`src/rtl/core/stpe_pkg.sv`:
```
`timescale 1ns / 1ps
`default_nettype none
// ----------------------------------------------------------------------------
// stpe_pkg: shared types and constants of the sparse polynomial evaluator
// Field widths, tdata layout, sequencer states and the multiplier control.
// ----------------------------------------------------------------------------
package stpe_pkg;

    localparam int DATA_W    = 32;          // coefficient, point and sum width
    localparam int EXP_W     = 4;           // width of one exponent field
    localparam int EXP_MAX_F = 15;          // largest value an exponent field holds
    localparam int CFG_IDX_W = 2;

    // Slave tdata layout, lowest bit first
    localparam int COEF_LSB  = 0;
    localparam int EXPX_LSB  = COEF_LSB + DATA_W;
    localparam int EXPY_LSB  = EXPX_LSB + EXP_W;
    localparam int EXPZ_LSB  = EXPY_LSB + EXP_W;
    localparam int IN_USED_W = EXPZ_LSB + EXP_W;
    localparam int IN_TDATA_W = ((IN_USED_W + 7) / 8) * 8;

    // Configuration register indexes
    localparam logic [CFG_IDX_W-1:0] REG_POINT_X = 2'd0;
    localparam logic [CFG_IDX_W-1:0] REG_POINT_Y = 2'd1;
    localparam logic [CFG_IDX_W-1:0] REG_POINT_Z = 2'd2;

    typedef enum logic [2:0] {
        ST_IDLE,
        ST_POW_X,
        ST_POW_Y,
        ST_POW_Z,
        ST_ACC
    } stpe_state_t;

    // Control of the shared multiplier
    typedef struct packed {
        logic load;     // take a new coefficient into the product register
        logic step;     // multiply the product register by the operand
    } stpe_mul_ctrl_t;

endpackage : stpe_pkg
`default_nettype wire

```
`src/rtl/core/stpe_mul.sv`:
```
`timescale 1ns / 1ps
`default_nettype none
// ----------------------------------------------------------------------------
// stpe_mul: shared multiplier with product register
// Holds the running term product and multiplies it by one operand per step,
// keeping the low half (wrap to two's complement).
// ----------------------------------------------------------------------------
module stpe_mul
    import stpe_pkg::*;
(
    input  wire logic               clk,
    input  wire stpe_mul_ctrl_t     ctrl,
    input  wire logic [DATA_W-1:0]  load_value,
    input  wire logic [DATA_W-1:0]  operand,
    output logic      [DATA_W-1:0]  product
);

    logic [DATA_W-1:0]   prod_reg;
    logic [DATA_W-1:0]   prod_next;
    logic [DATA_W-1:0]   low_prod;

    // Low half only: the wrapped product needs no upper bits
    assign low_prod = prod_reg * operand;

    always_comb
    begin
        prod_next = prod_reg;
        if (ctrl.load)
        begin
            prod_next = load_value;
        end
        else if (ctrl.step)
        begin
            prod_next = low_prod;
        end
    end

    always_ff @(posedge clk)
    begin
        prod_reg <= prod_next;
    end

    assign product = prod_reg;

endmodule : stpe_mul
`default_nettype wire

```
`src/rtl/core/sparse_trivariate_poly_eval_top.sv`:
```
`timescale 1ns / 1ps
`default_nettype none
// ----------------------------------------------------------------------------
// sparse_trivariate_poly_eval_top: sparse polynomial evaluator in x, y, z
// Takes one term per request and adds coef * x^a * y^b * z^c to a running
// sum; on the last term of a polynomial emits the sum and clears it.
// ----------------------------------------------------------------------------
//
// Channel   Dir  Handshake          Payload
// cfg       in   cfg_we             cfg_index (register), cfg_data (value)
// s_*       in   s_tvalid/s_tready  s_tdata: coefficient, exp x, exp y, exp z
//                                   s_tlast: last term of the polynomial
// m_*       out  m_tvalid/m_tready  m_tdata: polynomial value
//
// A term is worked through the single shared multiplier: one multiply per
// exponent step, exponents taken after clamping to MAX_EXPONENT, plus a step
// to close each variable, one to take the request and one to accumulate. No
// new term is taken until the last one has been accumulated.
// Reset clears the sum, the point registers and the output slot.
// A finished sum waits in the output register; the block keeps taking terms,
// and only holds in the accumulate step if a second sum is due while the
// first has not yet been taken.
// ----------------------------------------------------------------------------
module sparse_trivariate_poly_eval_top
    import stpe_pkg::*;
#(
    parameter int MAX_EXPONENT = 15
)
(
    input  wire logic                   clk,
    input  wire logic                   rst_n,
    // configuration write port
    input  wire logic                   cfg_we,
    input  wire logic [CFG_IDX_W-1:0]   cfg_index,
    input  wire logic [DATA_W-1:0]      cfg_data,
    // term stream
    input  wire logic                   s_tvalid,
    output logic                        s_tready,
    // [31:0] term_coefficient, [35:32] exponent_x, [39:36] exponent_y,
    // [43:40] exponent_z, [47:44] zero
    input  wire logic [IN_TDATA_W-1:0]  s_tdata,
    input  wire logic                   s_tlast,    // last_term
    // result stream
    output logic                        m_tvalid,
    input  wire logic                   m_tready,
    output logic      [DATA_W-1:0]      m_tdata     // [31:0] poly_value
);

    // Exponents saturate at the bound; a field cannot exceed its own range
    localparam int EXP_CAP = (MAX_EXPONENT > EXP_MAX_F) ? EXP_MAX_F : MAX_EXPONENT;
    localparam logic [EXP_W-1:0] EXP_CAP_V = EXP_CAP[EXP_W-1:0];

    function automatic logic [EXP_W-1:0] clamp_exp(input logic [EXP_W-1:0] e);
        clamp_exp = (e > EXP_CAP_V) ? EXP_CAP_V : e;
    endfunction

    stpe_state_t        state_reg, state_next;
    logic [EXP_W-1:0]   ex_reg, ex_next;
    logic [EXP_W-1:0]   ey_reg, ey_next;
    logic [EXP_W-1:0]   ez_reg, ez_next;
    logic               last_reg, last_next;
    logic [DATA_W-1:0]  sum_reg, sum_next;
    logic               out_valid_reg, out_valid_next;
    logic [DATA_W-1:0]  out_data_reg, out_data_next;
    logic [DATA_W-1:0]  px_reg, px_next;
    logic [DATA_W-1:0]  py_reg, py_next;
    logic [DATA_W-1:0]  pz_reg, pz_next;

    stpe_mul_ctrl_t     mul_ctrl;
    logic [DATA_W-1:0]  mul_operand;
    logic [DATA_W-1:0]  term_value;
    logic [DATA_W-1:0]  sum_plus;
    logic               in_accept;
    logic               out_free;
    logic               acc_done;

    assign in_accept = s_tvalid && s_tready;
    assign out_free  = !out_valid_reg || m_tready;
    assign sum_plus  = sum_reg + term_value;
    // Accumulate step completes unless a sum is due and the slot is still full
    assign acc_done  = (state_reg == ST_ACC) && (!last_reg || out_free);

    stpe_mul u_mul
    (
        .clk        (clk),
        .ctrl       (mul_ctrl),
        .load_value (s_tdata[COEF_LSB +: DATA_W]),
        .operand    (mul_operand),
        .product    (term_value)
    );

    // Next state: walk x, then y, then z powers, then accumulate
    always_comb
    begin
        state_next = state_reg;
        case (state_reg)
            ST_IDLE:
            begin
                if (in_accept)
                begin
                    state_next = ST_POW_X;
                end
            end
            ST_POW_X:
            begin
                if (ex_reg == '0)
                begin
                    state_next = ST_POW_Y;
                end
            end
            ST_POW_Y:
            begin
                if (ey_reg == '0)
                begin
                    state_next = ST_POW_Z;
                end
            end
            ST_POW_Z:
            begin
                if (ez_reg == '0)
                begin
                    state_next = ST_ACC;
                end
            end
            ST_ACC:
            begin
                if (acc_done)
                begin
                    state_next = ST_IDLE;
                end
            end
            default:
            begin
                state_next = ST_IDLE;
            end
        endcase
    end

    // Sequencer outputs: handshake and multiplier control
    always_comb
    begin
        s_tready      = 1'b0;
        mul_ctrl.load = 1'b0;
        mul_ctrl.step = 1'b0;
        mul_operand   = px_reg;
        case (state_reg)
            ST_IDLE:
            begin
                s_tready      = 1'b1;
                mul_ctrl.load = s_tvalid;
            end
            ST_POW_X:
            begin
                mul_operand   = px_reg;
                mul_ctrl.step = (ex_reg != '0);
            end
            ST_POW_Y:
            begin
                mul_operand   = py_reg;
                mul_ctrl.step = (ey_reg != '0);
            end
            ST_POW_Z:
            begin
                mul_operand   = pz_reg;
                mul_ctrl.step = (ez_reg != '0);
            end
            ST_ACC:
            begin
                mul_operand   = px_reg;
            end
            default:
            begin
                mul_operand   = px_reg;
            end
        endcase
    end

    // Datapath next values
    always_comb
    begin
        ex_next        = ex_reg;
        ey_next        = ey_reg;
        ez_next        = ez_reg;
        last_next      = last_reg;
        sum_next       = sum_reg;
        out_data_next  = out_data_reg;
        out_valid_next = out_valid_reg;
        px_next        = px_reg;
        py_next        = py_reg;
        pz_next        = pz_reg;

        // Drop the result once the sink takes it
        if (m_tready)
        begin
            out_valid_next = 1'b0;
        end

        if (in_accept)
        begin
            ex_next   = clamp_exp(s_tdata[EXPX_LSB +: EXP_W]);
            ey_next   = clamp_exp(s_tdata[EXPY_LSB +: EXP_W]);
            ez_next   = clamp_exp(s_tdata[EXPZ_LSB +: EXP_W]);
            last_next = s_tlast;
        end

        // Count down each exponent as its multiply is issued
        if ((state_reg == ST_POW_X) && (ex_reg != '0))
        begin
            ex_next = ex_reg - 1'b1;
        end
        if ((state_reg == ST_POW_Y) && (ey_reg != '0))
        begin
            ey_next = ey_reg - 1'b1;
        end
        if ((state_reg == ST_POW_Z) && (ez_reg != '0))
        begin
            ez_next = ez_reg - 1'b1;
        end

        if (acc_done)
        begin
            if (last_reg)
            begin
                out_data_next  = sum_plus;
                out_valid_next = 1'b1;
                sum_next       = '0;
            end
            else
            begin
                sum_next = sum_plus;
            end
        end

        if (cfg_we)
        begin
            case (cfg_index)
                REG_POINT_X: px_next = cfg_data;
                REG_POINT_Y: py_next = cfg_data;
                REG_POINT_Z: pz_next = cfg_data;
                default:     px_next = px_reg;
            endcase
        end
    end

    always_ff @(posedge clk or negedge rst_n)
    begin
        if (!rst_n)
        begin
            state_reg     <= ST_IDLE;
            sum_reg       <= '0;
            out_valid_reg <= 1'b0;
            px_reg        <= '0;
            py_reg        <= '0;
            pz_reg        <= '0;
        end
        else
        begin
            state_reg     <= state_next;
            sum_reg       <= sum_next;
            out_valid_reg <= out_valid_next;
            px_reg        <= px_next;
            py_reg        <= py_next;
            pz_reg        <= pz_next;
        end
    end

    // Payload registers, no reset
    always_ff @(posedge clk)
    begin
        ex_reg       <= ex_next;
        ey_reg       <= ey_next;
        ez_reg       <= ez_next;
        last_reg     <= last_next;
        out_data_reg <= out_data_next;
    end

    assign m_tvalid = out_valid_reg;
    assign m_tdata  = out_data_reg;

endmodule : sparse_trivariate_poly_eval_top
`default_nettype wire

```
`config.mk`:
```
export PLATFORM = sky130hd
export DESIGN_NAME = sparse_trivariate_poly_eval_top
export DESIGN_NICKNAME = d
export VERILOG_FILES = /design/src/rtl/core/stpe_pkg.sv /design/src/rtl/core/stpe_mul.sv /design/src/rtl/core/sparse_trivariate_poly_eval_top.sv
export SDC_FILE = /design/constraint.sdc
export NUM_CORES = 2
export LEC_CHECK = 0
export BUFFER_PORTS_ARGS = -buffer_cell sky130_fd_sc_hd__buf_2
export CAP_MARGIN = 15
export CORE_MARGIN = 2
export CORE_UTILIZATION = 50
export DETAILED_ROUTE_END_ITERATION = 8
export PLACE_DENSITY_LB_ADDON = 0.3
export SLEW_MARGIN = 20
export SYNTH_ARGS = -nofsm -noshare
export SYNTH_HDL_FRONTEND = slang
export SYNTH_SLANG_ARGS = --single-unit
```
`constraint.sdc`:
```
create_clock -name clk -period 22.5 [get_ports clk]
set_clock_uncertainty 0.15 [all_clocks]
set_input_delay 4.5 -clock clk [delete_from_list [all_inputs] [get_ports clk]]
set_output_delay 4.5 -clock clk [all_outputs]
set_load 0.01 [all_outputs]
```
==> metrics.txt <==
Crit path top cell by count fa_1; period utilisation layout between 40% and 50%; drt drc 0; final wirelength ~69000 um; worst skew pair latency 0.57 ns; Avg Inst Size Synth slightly above 10 um^2; CTS max path bufs 3; Max Clock Freq between 100 and 150 MHz; critical path, cell by cell nor2b_4 > buf_4 > mux2_2 > nand2_1 > fa_1 > fa_1 > fa_1 > inv_1 > fa_1 > fa_1 > fa_1 > fa_1 > fa_1 > ha_1 > a21oi_1 > nand2_1 > a221oi_1 > o21ai_0 > a21oi_1 > a21oi_1 > a21o_1 > a21oi_1 > xnor2_1 > o21ai_1; Reg clk slew, reported paths around 0.07 ns; share of cells above drive strength 1 13.67%; DIE WIDTH between 200 and 250 um; RSZ-0062 raised after global routing no; WL/cell 21.06 um; R2R setup slack between 10 and 15 ns; Initial Util between 50% and 60%; antenna viol nets, final 0; layout net count roughly 3.2k; Hold Path Stages 1; R2R depth 24; Placed Cells around 3.2k; 1st-pass router iterations 5; final non-filler cell total 3294; HP Class reg2reg; Vias roughly 18k; YS warnings 0; post-synth net total around 3.2k; root buffer cell clkbuf_16; Post-Synthesis Cells between 2k and 3k; Reg area around 5600 um^2; r2r endpoint u_mul.product[31]; final setup violation count 0; CTS H-tree depth 1; Worst Hold Launch pz_reg[21]; CP Launch Type flop; CTS buffer count 25; asr flop ratio synth about 63%; Crit path max-delay family adder cells; overflow left after global routing 0; DPL Wire Length slightly below 50000 um; global-route wire length before repair 110800 um; pin slew with the least headroom to its limit 1.233 ns; fraction of the yosys area taken by sequential cells between 20% and 30%; hold endpoint pz_reg[21]; Final Hold Viols 0; Area Overhead vs Synth 8.272%; ys flop type dfrtp_1; MaxCap Viol Count 0; Critical Path Max Stage Delay ~0.8 ns; Post CTS Setup Buffer Count 0; WP buf/inv 2; initial DRC count 1277; FP Rows 83; vias in the first global route ~20k; GR Util All Layers a little over a quarter; Worst slew margin 17.83%; core area between 50000 and 60000 um^2; Critical Path RT around 23 ns; WP data arrival ~9.5 ns; area of the multi-input gates 18460 um^2; gpl congestion 0.8934; Die Area between 50000 and 60000 um^2; clock sink count approximately 210; Max Transition Viols Final 0; Die Ht about 230 um; IO Pins 122; status finished clean; Synth cell types 72; post-layout min period 9.349 ns; CP max stage cell mux2_2; commonest non-fill, non-tap cells in the layout fa_1, inv_1, nand2_1, nor2b_1, ha_1; crit path launch state_reg[1]; worst-path fanout max 42; initial antenna violation count 5; critical path class reg2reg; Post-CTS Resized 0; routed vias/inst about 5.6; CTS Hold Bufs 0; synthesized cell area around 26000 um^2; commonest non-fill, non-tap cell in the layout fa_1; R2R Path Start state_reg[1]; number of synthesized register bits 209; largest net degree at the start of global routing 70; CP endpoint kind flop; CTS tree yes; number of enable flip-flop cells after synthesis 77; Fin Setup TNS 0 ns; port bufs between 100 and 150; fillers ~4.4k
-- synth_stat cells (73+ instances only) --
master    count  area share [%]
fa_1        409              31
inv_1       390             5.6
nand2_1     248             3.6
nor2b_1     171             4.1
ha_1        157             7.6
and2_1      151             3.6
dfrtp_1     132              13
mux2_2      123             5.3
clkbuf_1    102             1.5
xnor2_1      79             2.7
edfxtp_1     77             8.9
a21oi_1      73             1.4
-- cell families after synthesis --
logic type / share of synthesized area (%)
multiplexers: 6.795
XOR/XNOR: 3.961
AND/OR/NAND/NOR: 14.81
flip-flops: 21.60
AO/OA/AOI/OAI: 6.237
buffers and inverters: 7.550
adder cells (fa/ha/maj): 39.05
-- per-layer routing --
metal | track usage (%) | vias to the layer above | wire [um]
met1 | 36.87 | 9369 | 29060
met5 | 0 | - | 31
li1 | - | 8079 | -
met4 | 8.554 | 4 | 2290
met2 | 43.04 | 716 | 32180
met3 | 5.071 | 139 | 5799
-- stage by stage --
step	instance area, um^2	worst slack (ns)	hold WS [ns]	util [%]
2_1_floorplan	26000	14.54	0.3166	-
3_3_place_gp	27290	13.35	0.3305	53.09
3_5_place_dp	27290	13.27	0.3400	53.09
4_1_cts	28130	13.19	0.3537	54.72
5_1_grt	28150	12.68	0.3628	54.76
6_report	28150	13.15	0.3484	54.76
-- worst max-delay path by stage --
stage / endpoint / slack, ns / cells after the start
floorplan: u_mul.product[28] / 14.54 / 30
global placement: u_mul.product[31] / 13.35 / 24
detailed placement: u_mul.product[31] / 13.27 / 28
CTS: u_mul.product[31] / 13.19 / 24
global route: u_mul.product[31] / 12.68 / 24
finish: u_mul.product[31] / 13.15 / 24
-- cell type report --
| class | instances | share of cell area, % |
|---|---|---|
| multi-input cells | 1807 | 65.56 |
| flip-flops and latches | 209 | 19.95 |
| inverters | 391 | 5.214 |
| clock inverters | 12 | 0.4267 |
| clock buffers | 34 | 2.560 |
| well taps | 680 | 3.022 |
| diodes | 2 | 0.01778 |
| repair buffers | 159 | 3.249 |
Power is left out: the tool's default activity adds up to more than one toggle a clock period on the data nets, which glitch-free logic cannot reach.
